`src/rtl/uer_pkg.sv`:
```
package uer_pkg;

  localparam int TS_W      = 32;
  localparam int CFG_W     = 32;
  localparam int CFG_IDX_W = 2;
  localparam int DIST_W    = 19;

  localparam logic KIND_POLL = 1'b0;
  localparam logic KIND_EDGE = 1'b1;

  localparam logic [CFG_W-1:0]  STEP_TIME_RESET     = 32'd60000;
  localparam logic [CFG_W-1:0]  MAX_STEP_TIME_RESET = 32'd100000;
  localparam logic [DIST_W-1:0] DIST_RESET          = 19'd102400;
  localparam logic [DIST_W-1:0] DIST_MAX            = 19'd524287;

  // distance = round(width * 13612 / 3125), widths above the limit saturate
  localparam int WIDTH_LIMIT = 200000;
  localparam int MEAS_W      = 18;
  localparam int PROD_W      = 32;
  localparam logic [PROD_W-1:0] SCALE_NUM  = 32'd13612;
  localparam logic [PROD_W-1:0] SCALE_BIAS = 32'd1562;
  // ceil(2^44 / 3125): exact quotient for every 32-bit dividend
  localparam int RECIP_W     = 33;
  localparam logic [RECIP_W-1:0] RECIP = 33'd5629499535;
  localparam int RECIP_SHIFT = 44;
  localparam int QUOT_W      = 20;
  localparam int RPROD_W     = PROD_W + RECIP_W;

  typedef enum logic [CFG_IDX_W-1:0] {
    CFG_STEP_TIME     = 2'd0,
    CFG_MAX_STEP_TIME = 2'd1,
    CFG_MAX_DISTANCE  = 2'd2
  } cfg_idx_t;

  typedef enum logic [1:0] {
    DOP_KEEP = 2'd0,
    DOP_LOAD = 2'd1,
    DOP_MEAS = 2'd2
  } dist_op_t;

  typedef struct packed {
    logic [CFG_W-1:0]  step_time;
    logic [CFG_W-1:0]  max_step_time;
    logic [DIST_W-1:0] max_distance;
  } cfg_t;

  typedef struct packed {
    logic            kind;
    logic [TS_W-1:0] ts;
    logic            level;
  } item_t;

  typedef struct packed {
    dist_op_t          op;
    logic [DIST_W-1:0] load_val;
    logic [MEAS_W-1:0] meas_w;
    logic              sat;
  } dist_req_t;

  typedef struct packed {
    logic      trig;
    logic      newf;
    dist_req_t drq;
  } step_res_t;

  typedef struct packed {
    logic ld_mid;
    logic ld_out;
  } pipe_en_t;

endpackage

```
`src/rtl/uer_if.sv`:
```


interface uer_cfg_if;
  import uer_pkg::*;
  logic                 valid;
  logic                 ready;
  logic [CFG_IDX_W-1:0] index;
  logic [CFG_W-1:0]     data;
  modport source (output valid, output index, output data, input ready);
  modport sink   (input valid, input index, input data, output ready);
endinterface

```
`src/rtl/uer_cfg.sv`:
```
module uer_cfg
  import uer_pkg::*;
(
  input  logic      clk,
  input  logic      rst_n,
  uer_cfg_if.sink   cfg_if,
  output cfg_t      cfg
);

  cfg_t cfg_r;

  assign cfg_if.ready = 1'b1;
  assign cfg = cfg_r;

  always_ff @(posedge clk) begin
    if (!rst_n) begin
      cfg_r.step_time     <= STEP_TIME_RESET;
      cfg_r.max_step_time <= MAX_STEP_TIME_RESET;
      cfg_r.max_distance  <= DIST_RESET;
    end else if (cfg_if.valid) begin
      case (cfg_idx_t'(cfg_if.index))
        CFG_STEP_TIME:     cfg_r.step_time     <= cfg_if.data;
        CFG_MAX_STEP_TIME: cfg_r.max_step_time <= cfg_if.data;
        CFG_MAX_DISTANCE:  cfg_r.max_distance  <= cfg_if.data[DIST_W-1:0];
        default: ;
      endcase
    end
  end

endmodule

```
`src/flat_wrapper.sv`:
```
// flat-port wrapper written by rule: the top's interface ports become plain ports
module uer_cfg_flat import uer_pkg::*;
  (clk, rst_n, cfg, cfg_if_valid, cfg_if_index, cfg_if_data, cfg_if_ready);
  uer_cfg_if cfg_if_i ();
  input  logic clk;
  input  logic rst_n;
  output cfg_t cfg;
  input wire logic [$bits(cfg_if_i.valid)-1:0] cfg_if_valid;
  input wire logic [$bits(cfg_if_i.index)-1:0] cfg_if_index;
  input wire logic [$bits(cfg_if_i.data)-1:0] cfg_if_data;
  output wire logic [$bits(cfg_if_i.ready)-1:0] cfg_if_ready;
  assign cfg_if_i.valid = cfg_if_valid;
  assign cfg_if_i.index = cfg_if_index;
  assign cfg_if_i.data = cfg_if_data;
  assign cfg_if_ready = cfg_if_i.ready;
  uer_cfg u_core (.clk(clk), .rst_n(rst_n), .cfg_if(cfg_if_i), .cfg(cfg));
endmodule
```
`config.mk`:
```
export PLATFORM = sky130hd
export DESIGN_NAME = uer_cfg_flat
export DESIGN_NICKNAME = d
export VERILOG_FILES = /design/src/rtl/uer_pkg.sv /design/src/rtl/uer_if.sv /design/src/rtl/uer_cfg.sv /design/src/flat_wrapper.sv
export SDC_FILE = /design/constraint.sdc
export NUM_CORES = 1
export LEC_CHECK = 0
export BUFFER_PORTS_ARGS = -buffer_cell sky130_fd_sc_hd__buf_2
export CAP_MARGIN = 15
export CORE_ASPECT_RATIO = 1.5
export CORE_MARGIN = 3
export CORE_UTILIZATION = 40
export DETAILED_ROUTE_END_ITERATION = 8
export PLACE_DENSITY_LB_ADDON = 0.08
export SYNTH_ARGS = -nofsm -noshare
export SYNTH_HDL_FRONTEND = slang
export SYNTH_SLANG_ARGS = --single-unit
```
`constraint.sdc`:
```
create_clock -name clk -period 1.1 [get_ports clk]
set_input_delay 0.165 -clock clk [delete_from_list [all_inputs] [get_ports clk]]
set_output_delay 0.165 -clock clk [all_outputs]
set_load 0.01 [all_outputs]
```
==> impl_results.md, run 1 <==
- Max Root-Sink Buffers: 2
- Antenna Diode Count: 0
- Ports: 121
- Core area: 7760 µm²
- GRT Total Usage: 16.5%
- Setup Skew: 0 ps
- Unrepaired setup endpoints after global routing: false
- Worst-Skew Late Latency: 330 ps
- Final Hold Viols: 0
- Global-route wire length before repair: 11900 µm
- Overflow after GRT: 0
- Commonest non-fill, non-tap cell in the layout: buf_2
- CTS root buf: clkbuf_16
- Worst path max stage delay: 360 ps
- Syn nets: 360
- DRC viols: 0
- Leakage power: 0.00214 µW
- Critical Path AT: 840 ps
- Resize count post-CTS: 0
- Crit path launch type: flip-flop
- Final Cell Area: 4280 µm²
- CP startpoint: u_core.cfg[56]$_SDFFE_PN1P_
- Post-DP Area: 4000 µm²
- Initial DRC count: 90
- Cts bufs inserted: 9
- Dpl hpwl: 5350 µm
- Htree depth: 3
- DR pass1 iterations: 4
- CTS tree: built
- Crit path cell chain: buf_2
- Final period utilization: 91.1%
- Die width: 79.6 µm
- Final Critical Period: 1000 ps
- Routed Antenna Nets: 0
- Max-slew violation count: 0
- Seq/Total Area, Yosys: 51.1%
- DR vias: 2561
- Setup Fix Bufs, Post-CTS: 0
- Via-per-instance ratio: 4.66
- Pwr dens: 1550 nW/µm²
- CP endpoint kind: output pin
- Nets: 481
- R2r startpoint: u_core.cfg[56]$_SDFFE_PN1P_
- Hold Crit Class: in -> reg
- Synthesized netlist cell count: 323
- Area grow syn2layout: 31.7%
- Pin count of the biggest net entering global routing: 51
- Post-Syn Area per Cell: 10.1 µm²
- Initial antenna violation count: 0
- Starting Density: 41.9%
- Crit-path max FO: 2
- CTS Hold Bufs: 0
- Cell family with the largest share of critical-path delay: flip-flops
- Crit path required time: 940 ps
- Crit path buf inv count: 1
- Most frequent cells in the layout: buf_2 (118), nand2_1 (98), dfxtp_1 (83)
- Reg clk slew, reported paths: 60 ps
- IO buf count: 119
- WHS: 101 ps
- Vias in the first global route: 2492
- Setup violators final: 0
- Kind of critical path: reg -> out
- Post-synthesis register bit count: 83
- Routability Congestion: 0.763
- Die H: 116 µm
- Peak supply drop: 1.07 mV
- Synth unique cells: 18
- Synthesized cell area: 3250 µm²
- Fmax: 0.998 GHz
- Hold path startpoint: cfg_if_data[9]
- Run status: finished clean
- YS warnings: 0
- Share of layout cells above drive strength 1: 34.4%
- Die ar.: 9270 µm²
- Crit-path slowest cell: dfxtp_1
- Drt total wl: 7410 µm
- Clock sink count: 83
- Row count: 39
- Max reg flops: 83
- Max_cap viols: 0
- Routed len/inst: 13.5 µm
-- final cells by class --
type,count,area (µm²)
sequential,83,1660
multi-input combinational,207,1390
fill,729,3470
clock buffer,9,225
inverter,7,26.3
tap,102,128
timing repair buffer,136,801
clock inverter,6,57.6
-- cells by family after synthesis --
logic type	synth area share, %
compound gates	1.62
buf+inv	6.38
flops	51.1
mux	23.4
other cells	0.115
simple gates	17.4
-- synth_stat cells, drive strengths merged --
library cell   n  area share, %
and3b          2           0.54
buf           16            4.4
clkbuf        10            1.2
conb           1           0.12
dfxtp         83             51
inv            7           0.81
mux2i         76             23
nand2         98             11
nand3b         1           0.23
nand4b         3           0.81
nand4bb        4            1.4
nor2b         13            2.5
nor3b          1           0.38
o211ai         7            1.6
or3b           1           0.27
-- power breakdown --
part | internal (µW) | switching, µW
Sequential | 3120 | 55.2
Clock | 1730 | 1110
Combinational | 302 | 343
Total | 5150 | 1510
-- metal layers --
metal,vias up,GRT usage [%],routed length [µm]
met5,-,0,0
met4,0,5.85,98
met3,8,5.63,480
met2,76,27.8,3660
met1,1171,19.4,3180
li1,1306,-,-
-- path summary, 6_finish.rpt --
| check | endpoint | slack (ps) | cells past startpoint |
|---|---|---|---|
| worst max-delay path | cfg[56] | 100 | 1 |
| worst min-delay path | u_core.cfg[9]$_SDFFE_PN0P_ | 100 | 3 |
| worst max register to register | u_core.cfg[56]$_SDFFE_PN1P_ | 480 | 2 |
| worst min register to register | u_core.cfg[36]$_SDFFE_PN0P_ | 450 | 2 |
-- through the flow --
| stage | cells | utilization, % | total power, µW | setup TNS, ps | worst slack, ps |
|---|---|---|---|---|---|
| 2_1_floorplan | 323 | - | 3610 | 0 | 29.3 |
| 3_3_place_gp | 535 | 51.6 | 3890 | -6310 | -138 |
| 3_5_place_dp | 535 | 51.6 | 3890 | -7220 | -151 |
| 4_1_cts | 550 | 55.2 | 6780 | 0 | 74.3 |
| 5_1_grt | 550 | 55.2 | 6990 | 0 | 50.6 |
| 6_report | 550 | 55.2 | 6660 | 0 | 98.1 |
Note: power is estimated with default switching activity, not from simulation.
==> run 2, diff against run 1 <==
--- a/config.mk
+++ b/config.mk
@@ -9,7 +9,7 @@
 export CAP_MARGIN = 15
 export CORE_ASPECT_RATIO = 1.5
 export CORE_MARGIN = 3
-export CORE_UTILIZATION = 40
+export CORE_UTILIZATION = 31
 export DETAILED_ROUTE_END_ITERATION = 8
 export PLACE_DENSITY_LB_ADDON = 0.08
 export SYNTH_ARGS = -nofsm -noshare
==> impl_results.md, run 2 (synthesis gave the netlist of run 1 again) <==
- Global-route wire length before repair: 12500 µm
- Final Critical Period: 982 ps
- Max-slew violation count: 0
- Crit path launch type: flip-flop
- Drt total wl: 7790 µm
- Final core occ: 42.9%
- Core area: 10200 µm²
- Nets: 484
- Area grow syn2layout: 34.5%
- Run status: finished clean
- Share of layout cells above drive strength 1: 35.0%
- Commonest non-fill, non-tap cell in the layout: buf_2
- Die width: 89.6 µm
- Final period utilization: 89.3%
- Die ar.: 11800 µm²
- Routed len/inst: 13.1 µm
- DRC viols: 0
- Initial antenna violation count: 0
- Routability Congestion: 0.701
- Clock sink count: 83
- IO buf count: 119
- Cell family with the largest share of critical-path delay: flip-flops
- Initial DRC count: 62
- Final Hold Viols: 0
- Max Root-Sink Buffers: 2
- Dpl ws: -155 ps
- Most frequent cells in the layout: buf_2 (118), nand2_1 (98), dfxtp_1 (83)
- Vias in the first global route: 2592
- Placed insts: 577
- Dpl hpwl: 5620 µm
- FILL cells: 1028
- Worst path max stage delay: 350 ps
- Crit-path slowest cell: dfxtp_1
- Setup slack after layout: 118 ps
- Routed Antenna Nets: 0
- DR vias: 2633
- Crit path required time: 940 ps
- Row count: 45
- Die H: 131 µm
- Cts bufs inserted: 9
- Setup Skew: 0 ps
- Kind of critical path: reg -> out
- Reg clk slew, reported paths: 60 ps
- Setup Fix Bufs, Post-CTS: 0
- Setup violators final: 0
- Fmax: 1.02 GHz
- Hold Crit Class: in -> reg
- Max reg flops: 83
- Crit path cell chain: buf_2
- Ports: 121
- Peak supply drop: 0.723 mV
- Pin count of the biggest net entering global routing: 28
- Overflow after GRT: 0
- Max_cap viols: 0
- Unrepaired setup endpoints after global routing: false
- Post-route insts no fill: 593
- Via-per-instance ratio: 4.44
- Critical Path AT: 820 ps
- CTS tree: built
- CTS Hold Bufs: 0
- Resize count post-CTS: 0
- Worst-Skew Late Latency: 330 ps
- GRT Total Usage: 13.8%
- Htree depth: 3
- CTS root buf: clkbuf_16
- Starting Density: 31.9%
- Leakage power: 0.00216 µW
- Crit path buf inv count: 1
- Crit-path max FO: 2
- DR pass1 iterations: 4
- Pwr dens: 1620 nW/µm²
- Antenna Diode Count: 0
- CP endpoint kind: output pin
## run 2: changes by cell type in the layout (fill, tap and decap cells not counted)
cell,delta
buf_4,+5
buf_12,-2
clkbuf_8,+2
bufinv_16,+1
clkinv_2,-1
clkinvlp_4,-1
## run 2: power by group
part,internal [µW],switching (µW),total [µW],leakage [µW]
logic,299,345,644,0.00132
registers,3120,54.5,3170,0.000676
clock network,2100,1170,3260,0.000165
total,5520,1560,7080,0.00216
## run 2: area by class of cell
type,count,area (µm²),share of cell area [%]
clock buffers,11,253,5.78
clock inverters,5,75.1,1.72
inverters,7,26.3,0.601
multi-input cells,207,1390,31.7
flip-flops and latches,83,1660,38.0
well taps,141,176,4.03
repair buffers,139,798,18.2
## run 2: metrics by stage
stage               TNS (ps)  hold slack (ps)  power, µW  area [µm²]
floorplan                  0              307       3610        3250
global placement       -7130              433       3890        4050
detailed placement     -7940              441       3900        4050
CTS                        0             85.9       7200        4380
global route               0              104       7380        4380
finish                     0             92.4       7080        4380
## run 2: worst paths after layout
check / from / endpoint / slack (ps) / cells past startpoint
worst min-delay path: cfg_if_data[5] / u_core.cfg[5]$_SDFFE_PN0P_ / 90 / 3
worst max-delay path: u_core.cfg[21]$_SDFFE_PN0P_ / cfg[21] / 120 / 1
worst min register to register: u_core.cfg[31]$_SDFFE_PN0P_ / u_core.cfg[31]$_SDFFE_PN0P_ / 450 / 2
worst max register to register: u_core.cfg[64]$_SDFFE_PN1P_ / u_core.cfg[64]$_SDFFE_PN1P_ / 490 / 2
## run 2: layer usage
layer | GRT usage, % | routed length [µm]
met5 | 0 | 0
met1 | 16.6 | 3310
met4 | 5.96 | 146
met2 | 22.1 | 3820
met3 | 3.95 | 521
==> run 3, diff against run 2 <==
--- a/config.mk
+++ b/config.mk
@@ -10,7 +10,9 @@
 export CORE_ASPECT_RATIO = 1.5
 export CORE_MARGIN = 3
 export CORE_UTILIZATION = 31
+export CTS_BUF_LIST = sky130_fd_sc_hd__clkbuf_4
 export DETAILED_ROUTE_END_ITERATION = 8
+export MAX_ROUTING_LAYER = met4
 export PLACE_DENSITY_LB_ADDON = 0.08
 export SYNTH_ARGS = -nofsm -noshare
 export SYNTH_HDL_FRONTEND = slang
==> impl_results.md, run 3 (synthesis gave the netlist of run 1 again) <==
- Run status: finished clean
- Die width: 89.6 µm
- IO buf count: 119
- Max reg flops: 83
- Initial antenna violation count: 0
- WHS Path Cells: 3
- Nets: 531
- Placed insts: 577
- Depth of the most critical reg-to-reg path: 3
- Ports: 121
- Final Critical Period: 1080 ps
- Fmax: 0.924 GHz
- Top routing layer used: met4
- Starting Density: 31.9%
- Htree depth: 3
- Commonest non-fill, non-tap cell in the layout: nand2_1
- Setup violators final: 0
- Final period utilization: 98.4%
- Via-per-instance ratio: 4.41
- CP endpoint kind: output pin
- FILL cells: 937
- CTS tree: built
- Hold Path End: u_core.cfg[2]$_SDFFE_PN0P_
- R2r startpoint: u_core.cfg[28]$_SDFFE_PN1P_
- Crit path buf inv count: 1
- DR pass1 iterations: 5
- Peak supply drop: 0.689 mV
- Hold Crit Class: in -> reg
- Clock sink count: 83
- Worst path max stage delay: 360 ps
- Unrepaired setup endpoints after global routing: true
- Crit path required time: 940 ps
- Vias in the first global route: 2809
- Worst-Skew Late Latency: 440 ps
- Crit-path max FO: 2
- Setup slack after layout: 17.5 ps
- Initial DRC count: 80
- Setup Skew: 0 ps
- Area grow syn2layout: 61.4%
- M1 WL: 3720 µm
- R2r setup slk: 380 ps
- Routability Congestion: 0.708
- Max Root-Sink Buffers: 2
- Pin count of the biggest net entering global routing: 28
- Drt total wl: 8560 µm
- Metal2 WL: 4320 µm
- Antenna Diode Count: 0
- Max_cap viols: 0
- Row count: 45
- Overflow after GRT: 0
- Crit path launch type: flip-flop
- Cts bufs inserted: 9
- Most frequent cells in the layout: nand2_1 (98), buf_6 (83), dfxtp_2 (83)
- Global-route wire length before repair: 13500 µm
- Dpl hpwl: 5620 µm
- Crit-path slowest cell: dfxtp_2
- Pwr dens: 1150 nW/µm²
- Die ar.: 11800 µm²
- Max-slew violation count: 0
- Cell family with the largest share of critical-path delay: flip-flops
- Critical Path AT: 920 ps
- Post-route insts no fill: 640
- Footprint of the multi-input gates: 1390 µm²
- Die H: 131 µm
- Crit path cell chain: buf_6
- WL met3: 375 µm
- DR vias: 2825
- Final core occ: 51.5%
- WHS: 24.6 ps
- Reg clk slew, reported paths: 140 ps
- Core area: 10200 µm²
- Kind of critical path: reg -> out
- DRC viols: 0
- Routed len/inst: 13.4 µm
- Dpl ws: -155 ps
- Leakage power: 0.00243 µW
- Hold path startpoint: cfg_if_data[2]
- Final Hold Viols: 0
- Sequential cell area: 1770 µm²
- Worst r2r dst: u_core.cfg[28]$_SDFFE_PN1P_
- CTS root buf: clkbuf_4
- Routed Antenna Nets: 0
- Share of layout cells above drive strength 1: 51.1%
- GRT Total Usage: 15.1%
==> run 3: power breakdown <==
| group | switching, µW | leakage [µW] | total (µW) | internal, µW |
|---|---|---|---|---|
| Sequential | 79.8 | 0.000700 | 3220 | 3140 |
| Combinational | 371 | 0.00164 | 885 | 514 |
| Clock | 1060 | 0.0000845 | 1960 | 896 |
| Total | 1510 | 0.00243 | 6060 | 4550 |
==> run 3: stage by stage <==
step	instance area (µm²)	power [µW]	TNS (ps)
4_1_cts	5120	6090	-74.0
2_1_floorplan	3250	3610	0
5_1_grt	5250	6340	-940
6_report	5250	6060	0
3_5_place_dp	4050	3900	-7940
3_3_place_gp	4050	3890	-7130
==> run 3: area by class of cell <==
class,count,area share [%]
Inverter,7,0.500
Clock inverter,7,1.57
Timing Repair Buffer,186,33.3
Multi-Input combinational cell,207,26.4
Tap cell,141,3.36
Clock buffer,9,1.29
Sequential cell,83,33.6
==> run 3: repair_timing <==
action / CTS / global route
gates resized for setup: 160 / 9
pin swaps: 0 / 0
hold buffers: 31 / 0
setup endpoints to repair: 83 / 82
cloned: 0 / 0
buffers inserted: 6 / 10
hold endpoints to repair: 63 / 0
==> run 3: worst max path at each step <==
| stage | startpoint | end | slack, ps | depth (start not counted) |
|---|---|---|---|---|
| after floorplan | cfg_if_index[1] | u_core.cfg[66]$_SDFFE_PN1P_ | 30 | 4 |
| after global placement | cfg_if_index[1] | u_core.cfg[78]$_SDFFE_PN0P_ | -140 | 4 |
| after detailed placement | cfg_if_index[1] | u_core.cfg[81]$_SDFFE_PN0P_ | -160 | 4 |
| after CTS | u_core.cfg[9]$_SDFFE_PN0P_ | cfg[9] | -20 | 1 |
| after global routing | u_core.cfg[21]$_SDFFE_PN0P_ | cfg[21] | -30 | 1 |
| final | u_core.cfg[38]$_SDFFE_PN0P_ | cfg[38] | 20 | 1 |
==> run 3: layer usage <==
layer  track usage [%]  vias up
li1                  -     1408
met4              6.13        0
met1              18.2     1329
met2              23.7       80
met3              3.76        8
met5                 -        -
