==> src/rtl/uer_pkg.sv <==
package uer_pkg;

  localparam int TS_W      = 32;
  localparam int CFG_W     = 32;
  localparam int CFG_IDX_W = 2;
  localparam int DIST_W    = 19;

  localparam logic KIND_POLL = 1'b0;
  localparam logic KIND_EDGE = 1'b1;

  localparam logic [CFG_W-1:0]  STEP_TIME_RESET     = 32'd60000;
  localparam logic [CFG_W-1:0]  MAX_STEP_TIME_RESET = 32'd100000;
  localparam logic [DIST_W-1:0] DIST_RESET          = 19'd102400;
  localparam logic [DIST_W-1:0] DIST_MAX            = 19'd524287;

  // distance = round(width * 13612 / 3125), widths above the limit saturate
  localparam int WIDTH_LIMIT = 200000;
  localparam int MEAS_W      = 18;
  localparam int PROD_W      = 32;
  localparam logic [PROD_W-1:0] SCALE_NUM  = 32'd13612;
  localparam logic [PROD_W-1:0] SCALE_BIAS = 32'd1562;
  // ceil(2^44 / 3125): exact quotient for every 32-bit dividend
  localparam int RECIP_W     = 33;
  localparam logic [RECIP_W-1:0] RECIP = 33'd5629499535;
  localparam int RECIP_SHIFT = 44;
  localparam int QUOT_W      = 20;
  localparam int RPROD_W     = PROD_W + RECIP_W;

  typedef enum logic [CFG_IDX_W-1:0] {
    CFG_STEP_TIME     = 2'd0,
    CFG_MAX_STEP_TIME = 2'd1,
    CFG_MAX_DISTANCE  = 2'd2
  } cfg_idx_t;

  typedef enum logic [1:0] {
    DOP_KEEP = 2'd0,
    DOP_LOAD = 2'd1,
    DOP_MEAS = 2'd2
  } dist_op_t;

  typedef struct packed {
    logic [CFG_W-1:0]  step_time;
    logic [CFG_W-1:0]  max_step_time;
    logic [DIST_W-1:0] max_distance;
  } cfg_t;

  typedef struct packed {
    logic            kind;
    logic [TS_W-1:0] ts;
    logic            level;
  } item_t;

  typedef struct packed {
    dist_op_t          op;
    logic [DIST_W-1:0] load_val;
    logic [MEAS_W-1:0] meas_w;
    logic              sat;
  } dist_req_t;

  typedef struct packed {
    logic      trig;
    logic      newf;
    dist_req_t drq;
  } step_res_t;

  typedef struct packed {
    logic ld_mid;
    logic ld_out;
  } pipe_en_t;

endpackage

==> src/rtl/uer_core.sv <==
module uer_core
  import uer_pkg::*;
#(
  parameter int TIME_WIDTH = 32
)
(
  input  logic      clk,
  input  logic      rst_n,
  input  item_t     item,
  input  logic      upd,
  input  cfg_t      cfg,
  output step_res_t res
);

  localparam int CW = (TIME_WIDTH > CFG_W) ? TIME_WIDTH : CFG_W;
  localparam int WW = (TIME_WIDTH > MEAS_W) ? TIME_WIDTH : MEAS_W;

  logic [TIME_WIDTH-1:0] accu_r, accu_nxt;
  logic [TIME_WIDTH-1:0] last_poll_r, last_poll_nxt;
  logic [TIME_WIDTH-1:0] echo_start_r, echo_start_nxt;
  logic                  started_r, started_nxt;
  logic                  finished_r, finished_nxt;
  logic                  new_r, new_nxt;

  logic [TIME_WIDTH-1:0] ts;
  logic [TIME_WIDTH-1:0] delta;
  logic [TIME_WIDTH:0]   sum_x;
  logic [TIME_WIDTH-1:0] accu_sum;
  logic [CW-1:0]         accu_c;
  logic                  timeout;
  logic                  step_ok;
  logic [TIME_WIDTH-1:0] width;
  logic [WW-1:0]         width_x;

  assign ts       = TIME_WIDTH'(item.ts);
  assign delta    = ts - last_poll_r;
  assign sum_x    = {1'b0, accu_r} + {1'b0, delta};
  // saturate on carry out
  assign accu_sum = sum_x[TIME_WIDTH] ? '1 : sum_x[TIME_WIDTH-1:0];
  assign accu_c   = CW'(accu_sum);
  assign timeout  = accu_c >= CW'(cfg.max_step_time);
  assign step_ok  = accu_c >= CW'(cfg.step_time);
  assign width    = ts - echo_start_r;
  assign width_x  = WW'(width);

  always_comb begin
    accu_nxt       = accu_r;
    last_poll_nxt  = last_poll_r;
    echo_start_nxt = echo_start_r;
    started_nxt    = started_r;
    finished_nxt   = finished_r;
    new_nxt        = new_r;

    res.trig         = 1'b0;
    res.drq.op       = DOP_KEEP;
    res.drq.load_val = cfg.max_distance;
    res.drq.meas_w   = width_x[MEAS_W-1:0];
    res.drq.sat      = width_x > WW'(WIDTH_LIMIT);

    if (item.kind == KIND_POLL) begin
      accu_nxt      = accu_sum;
      last_poll_nxt = ts;
      new_nxt       = 1'b0;
      if (timeout || (step_ok && finished_r)) begin
        if (timeout) begin
          res.drq.op = DOP_LOAD;
        end
        new_nxt        = 1'b1;
        res.trig       = 1'b1;
        accu_nxt       = '0;
        echo_start_nxt = '0;
        started_nxt    = 1'b0;
        finished_nxt   = 1'b0;
      end
    end else if (item.level) begin
      if (!started_r) begin
        started_nxt    = 1'b1;
        echo_start_nxt = ts;
        new_nxt        = 1'b0;
      end
    end else if (started_r && !finished_r) begin
      res.drq.op   = DOP_MEAS;
      finished_nxt = 1'b1;
      new_nxt      = 1'b1;
    end

    res.newf = new_nxt;
  end

  always_ff @(posedge clk) begin
    if (!rst_n) begin
      accu_r       <= '1;
      last_poll_r  <= '0;
      echo_start_r <= '0;
      started_r    <= 1'b0;
      finished_r   <= 1'b0;
      new_r        <= 1'b0;
    end else if (upd) begin
      accu_r       <= accu_nxt;
      last_poll_r  <= last_poll_nxt;
      echo_start_r <= echo_start_nxt;
      started_r    <= started_nxt;
      finished_r   <= finished_nxt;
      new_r        <= new_nxt;
    end
  end

endmodule

==> config.mk <==
export PLATFORM = sky130hd
export DESIGN_NAME = uer_core
export DESIGN_NICKNAME = d
export VERILOG_FILES = /design/src/rtl/uer_pkg.sv /design/src/rtl/uer_core.sv
export SDC_FILE = /design/constraint.sdc
export NUM_CORES = 1
export LEC_CHECK = 0
export BUFFER_PORTS_ARGS = -buffer_cell sky130_fd_sc_hd__buf_2
export CAP_MARGIN = 20
export CORE_MARGIN = 2
export CORE_UTILIZATION = 50
export CTS_CLUSTER_DIAMETER = 40
export DETAILED_ROUTE_END_ITERATION = 8
export PLACE_DENSITY = 0.72
export REMOVE_ABC_BUFFERS = 1
export SLEW_MARGIN = 5
export SYNTH_ARGS = -nofsm -noshare
export SYNTH_HDL_FRONTEND = slang
export SYNTH_SLANG_ARGS = --single-unit
==> constraint.sdc <==
create_clock -name clk -period 16 [get_ports clk]
set_input_delay 0.8 -clock clk [delete_from_list [all_inputs] [get_ports clk]]
set_output_delay 0.8 -clock clk [all_outputs]
set_load 0.02 [all_outputs]
==> results.py, run 1 <==
metrics = {
    "clock_network": {
        "h-tree-depth": 3,
        "cts_hold_buf": 0,
        "cts_tree": "built",
        "cts.repair.resized": 0,
        "cts.path.max_buffers": 2,
        "cts.sinks": 99,
        "path_clk_slew_ps": 70,
        "worstSkewPairLatency_ps": 360,
        "cts_buffers": 9,
        "post_cts_buffers": 0,
        "root_buffer": "clkbuf_16",
    },
    "detailed_routing": {
        "first_pass_iters": 6,
        "drc": 0,
        "ant_nets": 0,
        "wirelength_mm": 27.3,
        "num_vias": 10145,
        "drt_iter0_drc": 547,
        "avgRoutedWirePerCell_um": 15.1,
        "vias_per_cell": 5.63,
    },
    "floorplanning": {
        "die_h_um": 150,
        "start_util": 0.507,
        "coreArea_mm2": 0.0210,
        "num_rows": 53,
        "fp.dieArea_mm2": 0.0224,
        "ios": 162,
        "die_w_um": 150,
    },
    "yosys": {
        "ys_seq_area_frac": 0.186,
        "yosysUniqueCellTypes": 74,
        "syn_area_mm2": 0.0106,
        "synthFlopType": "dfxtp_1",
        "avgSynthCellArea_um2": 7.37,
        "async_reset_ff_frac": 0,
        "ys.warnings.count": 0,
        "synth-seq-cells": 99,
        "syn_inst": 1442,
        "synth-edff-count": 0,
    },
    "power_and_ir_drop": {
        "p_int_w": 0.000657,
        "pwr-share-seq": 0.228,
        "pwr-share-comb": 0.597,
        "power_density_mw_per_mm2": 103,
        "p_clk_frac": 0.175,
        "p_switching_w": 0.000541,
        "leakagePower_nw": 5.26,
        "peakVddDrop_mv": 0.0588,
        "switching_share": 0.452,
    },
    "placement": {
        "pre_cts_ws_ps": 7260,
        "gp_congestion": 0.996,
        "dp_hpwl_mm": 21.7,
        "port_buffers": 123,
    },
    "setup_path": {
        "cp-end-kind": "primary output",
        "r2r_setup_slack_ps": 7850,
        "path_common_cell": "a21oi_1",
        "worstPathArrival_ps": 8070,
        "slowest_stage": "a2111oi_0",
        "crit_fanout": 24,
        "critPathKind": "input port to primary output",
        "crit_required_ps": 15200,
        "start_kind": "input port",
        "crit_path_max_incr_delay_ps": 400,
    },
    "sta": {
        "fin_crit_ps": 8870,
        "rsz0062_at_grt": "no",
        "finalHoldViolCount": 0,
        "worst_slack_ps": 7130,
        "setup_viol_count_final": 0,
        "tns_ps": 0,
        "worstMarginPinSlew_ps": 1020,
        "fmax_mhz": 113,
        "final-max-slew-violation-count": 0,
        "finalCritPeriodShare": 0.554,
        "max_slew_margin": 0.320,
        "finClkSkew_ps": 9.70,
    },
    "layout": {
        "drive_above_1_share": 0.115,
        "areaGrowthSynthToFinish_pct": 9.31,
        "diodes": 0,
        "final_nets": 1804,
    },
    "job": {
        "cap_violations": 0,
    },
    "global_route": {
        "grt_max_degree": 65,
        "antenna_found_initial": 0,
        "grt_use_total": 0.247,
        "grt_pass1_vias": 9590,
        "grt_pass1_wl_mm": 45.7,
        "grt_overflow": 0,
    },
    "status": {
        "outcome": "completed",
    },
    "min_path": {
        "hp-class": "register to register",
    },
}
-- state kept, by name, summed over array words and instances, names as in the netlist --
| register | flops |
|---|---|
| last_poll_r | 32 |
| echo_start_r | 32 |
| accu_r | 32 |
| started_r | 1 |
| new_r | 1 |
| finished_r | 1 |
-- worst max-delay path: cells and delay by family --
family / cells / cell delay (ps)
AOI/OAI and AO/OA: 20 / 4330
adders and majority gates: 3 / 1010
buffers and inverters: 4 / 690
and+or+nand+nor: 6 / 1210
-- cell usage after synthesis (20+ instances only) --
library cell / n / area share
a21o_1: 61 / 0.043
a21oi_1: 153 / 0.072
a22o_1: 33 / 0.027
buf_4: 20 / 0.014
clkbuf_1: 32 / 0.011
dfxtp_1: 99 / 0.19
ha_1: 158 / 0.19
inv_1: 189 / 0.067
nand2_1: 149 / 0.053
nand4_1: 21 / 0.012
nor2_1: 90 / 0.032
o21ai_0: 79 / 0.037
xnor2_1: 43 / 0.035
xor2_1: 23 / 0.019
-- cell usage in the layout (no fill, tap or decap), drive strengths merged, types with 17 or more instances in the layout --
cell	Yosys	routed
inv	189	191
ha	158	158
a21oi	154	154
nand2	149	149
buf	27	129
dfxtp	99	99
nor2	90	90
o21ai	84	84
a21o	61	61
xnor2	43	43
a22o	33	33
xor2	23	23
nand4	21	21
nand3	18	18
a211oi	18	18
nor3	17	17
-- cell families (layout without fill, tap and decap cells) --
group | count (synthesis) | after routing | share of synthesized area
simple gates | 387 | 387 | 0.172
buf+inv | 248 | 334 | 0.0952
fa+ha+maj | 161 | 161 | 0.192
xor+xnor | 66 | 66 | 0.0544
mux | 7 | 7 | 0.00683
compound gates | 474 | 474 | 0.294
flops | 99 | 99 | 0.186
-- stage by stage --
stage	total power, W	cells	utilization	cell area, um^2	hold WS [ps]
4_1_cts	0.00120	1803	0.555	11600	458
3_5_place_dp	0.000983	1787	0.541	11300	448
6_report	0.00120	1803	0.555	11600	458
2_1_floorplan	0.000806	1383	-	10300	436
5_1_grt	0.00131	1803	0.555	11600	476
3_3_place_gp	0.000971	1787	0.541	11300	441
-- power groups by stage --
stage | registers [W] | logic (W) | clock network, W
2_1_floorplan | 0.000276 | 0.000530 | 0
3_3_place_gp | 0.000279 | 0.000692 | 0
3_5_place_dp | 0.000279 | 0.000704 | 0
4_1_cts | 0.000274 | 0.000710 | 0.000213
5_1_grt | 0.000276 | 0.000809 | 0.000224
6_report | 0.000274 | 0.000716 | 0.000210
-- path summary, 6_finish.rpt --
check | to | cells past startpoint | from
worst max-delay path | res[40] | 33 | item[7]
worst min-delay path | last_poll_r[30] | 2 | last_poll_r[30]
worst max register to register | accu_r[27] | 32 | last_poll_r[6]
worst min register to register | last_poll_r[30] | 2 | last_poll_r[30]
-- final cells by class --
cell class	instances	area, um^2
inverter	189	709
clock inverter	6	48.8
timing repair buffer	129	661
multi-input combinational	1095	7650
sequential	99	1980
fill	2085	9330
clock buffer	10	229
tap	275	344
-- metal layers --
layer	GRT usage	up-vias	wire length (um)
met5	0	-	0
met3	0.0290	37	1270
met2	0.392	249	11800
met4	0.0755	0	561
li1	-	5270	-
met1	0.349	4589	13700
No activity file was read; power rests on OpenSTA's default activity.
==> inputs of run 2 (changes only) <==
--- a/config.mk
+++ b/config.mk
@@ -11,7 +11,7 @@
 export CORE_UTILIZATION = 50
 export CTS_CLUSTER_DIAMETER = 40
 export DETAILED_ROUTE_END_ITERATION = 8
-export PLACE_DENSITY = 0.72
+export PLACE_DENSITY = 0.74
 export REMOVE_ABC_BUFFERS = 1
 export SLEW_MARGIN = 5
 export SYNTH_ARGS = -nofsm -noshare
==> constraint.sdc (replaced) <==
create_clock -name clk -period 7.3 [get_ports clk]
set_input_delay 0.365 -clock clk [delete_from_list [all_inputs] [get_ports clk]]
set_output_delay 0.365 -clock clk [all_outputs]
set_load 0.02 [all_outputs]
==> run 2 against run 1 <==
Register-to-register slack lost 7200 ps. Global-route usage is 0.25 points lower. Final cell count up 1.7%. Non-clock buffer count increased by 33. Sequential power up 120%. Die area is the same. Total power is 140% higher. Core utilization grew 2.9 points. Combinational power is 140% higher.
==> results.py, run 2 (synthesized netlist as in run 1, its figures left out) <==
metrics = {
    "status": {
        "outcome": "completed",
    },
    "setup_path": {
        "crit_fanout": 4,
        "r2r_cells": 30,
        "crit_required_ps": 6930,
        "slowest_stage": "or4_4",
        "worstPathArrival_ps": 6590,
        "crit_path_max_incr_delay_ps": 540,
        "critPathKind": "register to primary output",
        "cp-end-kind": "primary output",
        "start_kind": "register",
    },
    "layout": {
        "drive_above_1_share": 0.162,
        "fin_cells": 1834,
        "final-seq-area_mm2": 0.00198,
        "layout_commonest_cell": "inv_1",
        "top_regs": "accu_r x32, echo_start_r x32, last_poll_r x32",
        "multi_input_area_mm2": 0.00794,
        "fill_cells": 1977,
        "final_cell_mix": "inv_1 (188), ha_1 (151), nand2_1 (148)",
        "areaGrowthSynthToFinish_pct": 15.0,
        "final_nets": 1837,
        "fin_util": 0.584,
        "diodes": 0,
    },
    "sta": {
        "fin_crit_ps": 6960,
        "fmax_mhz": 144,
        "setup_viol_count_final": 0,
        "tns_ps": 0,
        "finalHoldViolCount": 0,
        "worstMarginPinSlew_ps": 691,
        "finClkSkew_ps": 6.68,
        "whs_ps": 260,
        "finalCritPeriodShare": 0.953,
        "max_slew_margin": 0.527,
        "final-max-slew-violation-count": 0,
    },
    "detailed_routing": {
        "avgRoutedWirePerCell_um": 15.0,
        "wl_met1_mm": 13.7,
        "vias_per_cell": 5.68,
        "first_pass_iters": 5,
        "num_vias": 10422,
        "ant_nets": 0,
        "routed.top_layer": "met4",
        "routed-wl-met2_mm": 11.9,
        "wirelength_mm": 27.4,
        "drc": 0,
        "met3WireLength_mm": 1.30,
        "drt_iter0_drc": 728,
    },
    "clock_network": {
        "cts.sinks": 99,
        "path_clk_slew_ps": 70,
        "h-tree-depth": 3,
        "root_buffer": "clkbuf_16",
        "cts_buffers": 9,
        "cts.path.max_buffers": 2,
        "worstSkewPairLatency_ps": 350,
        "cts_tree": "built",
    },
    "global_route": {
        "antenna_found_initial": 0,
        "grt_max_degree": 65,
        "grt_use_total": 0.244,
        "grt_overflow": 0,
        "grt_pass1_wl_mm": 45.5,
        "grt_pass1_vias": 9566,
    },
    "power_and_ir_drop": {
        "switching_share": 0.434,
        "p_switching_w": 0.00124,
        "pwr-share-seq": 0.211,
        "power_density_mw_per_mm2": 234,
        "pwr-share-comb": 0.609,
        "leakagePower_nw": 5.48,
        "peakVddDrop_mv": 0.129,
        "p_clk_frac": 0.181,
        "p_int_w": 0.00162,
    },
    "min_path": {
        "hold_path_depth": 2,
        "hp-class": "input port to register",
    },
    "floorplanning": {
        "ios": 162,
        "start_util": 0.507,
        "die_h_um": 150,
        "fp.dieArea_mm2": 0.0224,
        "coreArea_mm2": 0.0210,
        "num_rows": 53,
        "die_w_um": 150,
    },
    "placement": {
        "gp_congestion": 0.931,
        "port_buffers": 123,
        "dp_hpwl_mm": 21.7,
        "dpl.cell_count": 1810,
    },
    "job": {
        "cap_violations": 0,
    },
}
## run 2: cell types whose count changed in the layout (fill, tap and decap cells not counted), moves of 3 or more
cell,delta
ha_1,-7
a21oi_2,+10
a31oi_1,-3
ha_2,+3
o21ai_0,-4
buf_4,+32
a2111oi_0,-3
a21oi_1,-12
ha_4,+4
## run 2: power by group through the flow
| stage | clock (W) | combinational (W) | sequential, W |
|---|---|---|---|
| 4_1_cts | 0.000524 | 0.00162 | 0.000600 |
| 3_5_place_dp | 0 | 0.00159 | 0.000612 |
| 3_3_place_gp | 0 | 0.00157 | 0.000611 |
| 2_1_floorplan | 0 | 0.00116 | 0.000604 |
| 5_1_grt | 0.000547 | 0.00195 | 0.000605 |
| 6_report | 0.000517 | 0.00174 | 0.000602 |
## run 2: final timing paths
check                  start         endpoint  slack, ps
min                  item[1]  echo_start_r[0]        260
max          last_poll_r[16]          res[40]        340
max reg2reg  last_poll_r[16]  echo_start_r[0]        690
min reg2reg  last_poll_r[19]  last_poll_r[19]        460
## run 2: per-stage QoR
stage	cell area [um^2]	setup WS (ps)	power (W)
after floorplan	10300	201	0.00177
after global placement	11500	183	0.00218
after detailed placement	11500	-30.8	0.00220
after CTS	11900	3.37	0.00274
after global routing	12200	-35.5	0.00310
final	12200	342	0.00286
## run 2: critical path, delay by kind of cell (launching register included)
kind | cells | cell delay (ps)
XOR/XNOR | 1 | 120
AO/OA/AOI/OAI | 11 | 1910
adder cells (fa/ha/maj) | 3 | 1000
AND/OR/NAND/NOR | 9 | 2350
buffers and inverters | 4 | 520
flip-flops | 1 | 330
## run 2: repair_timing
action / 4_1_cts / 5_1_grt
hold buffers: 0 / 0
setup buffers: 2 / 8
pin swaps: 1 / 24
gates resized for setup: 4 / 62
endpoints found under the setup margin: 2 / 70
endpoints found under the hold margin: 0 / 0
## run 2: final cells by class
type                            count  area share
Multi-Input combinational cell   1095       0.649
Clock buffer                       10      0.0195
Clock inverter                      4     0.00624
Inverter                          189      0.0580
Timing Repair Buffer              162      0.0765
Sequential cell                    99       0.162
Tap cell                          275      0.0281
## run 2: layer usage
layer,vias to the layer above,GRT usage
met1,4741,0.349
li1,5329,-
met4,0,0.0670
met3,46,0.0268
met5,-,0.00909
met2,306,0.387
==> inputs of run 3 (changes only) <==
--- a/config.mk
+++ b/config.mk
@@ -12,8 +12,8 @@
 export CTS_CLUSTER_DIAMETER = 40
 export DETAILED_ROUTE_END_ITERATION = 8
 export PLACE_DENSITY = 0.74
-export REMOVE_ABC_BUFFERS = 1
 export SLEW_MARGIN = 5
 export SYNTH_ARGS = -nofsm -noshare
 export SYNTH_HDL_FRONTEND = slang
 export SYNTH_SLANG_ARGS = --single-unit
+export TNS_END_PERCENT = 20
==> run 3 against run 2 <==
Non-clock buffer count shrank 8. Critical path depth is 3 higher. Total power is 2.4% lower. Die area unchanged. Core utilization down 0.48 points. Clock skew up 1.4 ps. Register-to-register slack got worse by 390 ps. Worst hold slack got worse by 7.6 ps. Sequential share of layout area rose by 0.15 points. Routed wire length increased by 2.4%. Largest cell class unchanged. Largest power group unchanged.
==> results.py, run 3 (synthesized netlist as in run 1, its figures left out) <==
metrics = {
    "sta": {
        "whs_ps": 252,
        "finClkSkew_ps": 8.10,
        "finalCritPeriodShare": 0.970,
        "worstMarginPinSlew_ps": 694,
        "setup_viol_count_final": 0,
        "max_slew_margin": 0.525,
        "fmax_mhz": 141,
        "finalHoldViolCount": 0,
        "final-max-slew-violation-count": 0,
        "fin_crit_ps": 7080,
    },
    "floorplanning": {
        "fp.dieArea_mm2": 0.0224,
        "die_h_um": 150,
        "num_rows": 53,
        "coreArea_mm2": 0.0210,
        "die_w_um": 150,
        "ios": 162,
        "start_util": 0.507,
    },
    "job": {
        "cap_violations": 0,
    },
    "setup_path": {
        "crit_buf_inv": 5,
        "worstPathArrival_ps": 6710,
        "cp_top_family": "simple AND/OR/NAND/NOR gates",
        "timing.rr.end": "echo_start_r[23]",
        "crit_path_max_incr_delay_ps": 630,
        "critPathKind": "register to primary output",
        "start_kind": "register",
        "r2r-start": "last_poll_r[1]",
        "crit_fanout": 7,
        "slowest_stage": "or4b_2",
        "r2r_cells": 35,
        "r2r_setup_slack_ps": 300,
        "cp-end-kind": "primary output",
        "crit_required_ps": 6930,
    },
    "power_and_ir_drop": {
        "total_power_w": 0.00279,
        "power_density_mw_per_mm2": 230,
        "leakagePower_nw": 5.41,
        "peakVddDrop_mv": 0.115,
    },
    "detailed_routing": {
        "first_pass_iters": 5,
        "routed.top_layer": "met4",
        "drt_iter0_drc": 716,
        "num_vias": 10465,
        "vias_per_cell": 5.73,
        "routed-wl-met2_mm": 14.3,
        "wirelength_mm": 28.1,
        "ant_nets": 0,
        "met3WireLength_um": 959,
        "avgRoutedWirePerCell_um": 15.4,
        "wl_met1_mm": 12.2,
        "drc": 0,
    },
    "global_route": {
        "grt_pass1_wl_mm": 45.6,
        "antenna_found_initial": 0,
        "grt_max_degree": 65,
        "grt_pass1_vias": 10014,
        "grt_overflow": 0,
        "grt_use_total": 0.246,
    },
    "layout": {
        "fin_util": 0.579,
        "top_regs": "accu_r x32, echo_start_r x32, last_poll_r x32",
        "layout_commonest_cell": "inv_1",
        "drive_above_1_share": 0.161,
        "final_cell_mix": "inv_1 (188), ha_1 (151), nand2_1 (148)",
        "diodes": 0,
        "fin_cells": 1827,
        "areaGrowthSynthToFinish_pct": 14.1,
        "final_nets": 1829,
        "design_area_mm2": 0.0121,
    },
    "clock_network": {
        "worstSkewPairLatency_ps": 360,
        "h-tree-depth": 3,
        "cts_hold_buf": 0,
        "cts.sinks": 99,
        "cts_tree": "built",
        "path_clk_slew_ps": 70,
        "root_buffer": "clkbuf_16",
        "cts.path.max_buffers": 2,
        "cts_buffers": 9,
    },
    "min_path": {
        "holdCritStartpoint": "item[1]",
        "hp-class": "input port to register",
        "min_to": "echo_start_r[0]",
        "hold_path_depth": 2,
    },
    "placement": {
        "gp_congestion": 0.947,
        "place_area_mm2": 0.0115,
        "dp_hpwl_mm": 21.7,
        "dpl.cell_count": 1801,
        "port_buffers": 123,
    },
    "status": {
        "outcome": "completed",
    },
    "yosys": {
        "syn_nets": 1723,
    },
}
run 3: cell count changes in the layout (fill, tap and decap cells not counted), moves of 2 or more:
cell	before	now
buf_4	38	30
a21oi_2	11	13
a21oi_4	2	0
clkinvlp_4	1	3
run 3: worst register-to-register path: cells and delay by family, from the launching register on:
family / cells / cell delay [ps]
flops: 1 / 360
fa+ha+maj: 3 / 830
compound gates: 14 / 2580
buf+inv: 7 / 910
simple gates: 11 / 2200
run 3: where the power goes:
group | switching [W] | internal (W) | total [W]
registers | 0.0000231 | 0.000577 | 0.000600
clock network | 0.000217 | 0.000264 | 0.000481
logic | 0.000995 | 0.000714 | 0.00171
run 3: metrics by stage:
step	worst slack, ps	setup TNS (ps)
finish	222	0
global route	-103	-184
CTS	12.0	0
detailed placement	75.8	0
global placement	205	0
floorplan	406	0
run 3: what timing repair did:
item / 4_1_cts / 5_1_grt
endpoints found under the setup margin: 2 / 70
pin swaps: 1 / 24
setup buffers: 0 / 11
resized for setup: 5 / 62
gates cloned: 0 / 0
run 3: worst max path at each step:
| stage | endpoint | slack (ps) | from | cells past startpoint |
|---|---|---|---|---|
| 2_1_floorplan | res[40] | 410 | item[7] | 33 |
| 3_3_place_gp | echo_start_r[25] | 210 | item[7] | 33 |
| 3_5_place_dp | res[40] | 80 | item[1] | 33 |
| 4_1_cts | res[40] | 10 | last_poll_r[1] | 34 |
| 5_1_grt | res[40] | -100 | last_poll_r[1] | 34 |
| 6_report | res[40] | 220 | last_poll_r[1] | 31 |
run 3: layer usage:
metal | global-route usage | up-vias
met5 | 0 | -
met3 | 0.0372 | 51
met1 | 0.292 | 4910
li1 | - | 5302
met4 | 0.0693 | 0
met2 | 0.455 | 202
run 3: cell type report:
cell class | instances | area, um^2
well taps | 275 | 344
clock inverters | 6 | 66.3
repair buffers | 154 | 876
fillers | 2014 | 8830
multi-input cells | 1095 | 7920
clock buffers | 9 | 225
flip-flops and latches | 99 | 1990
inverters | 189 | 709
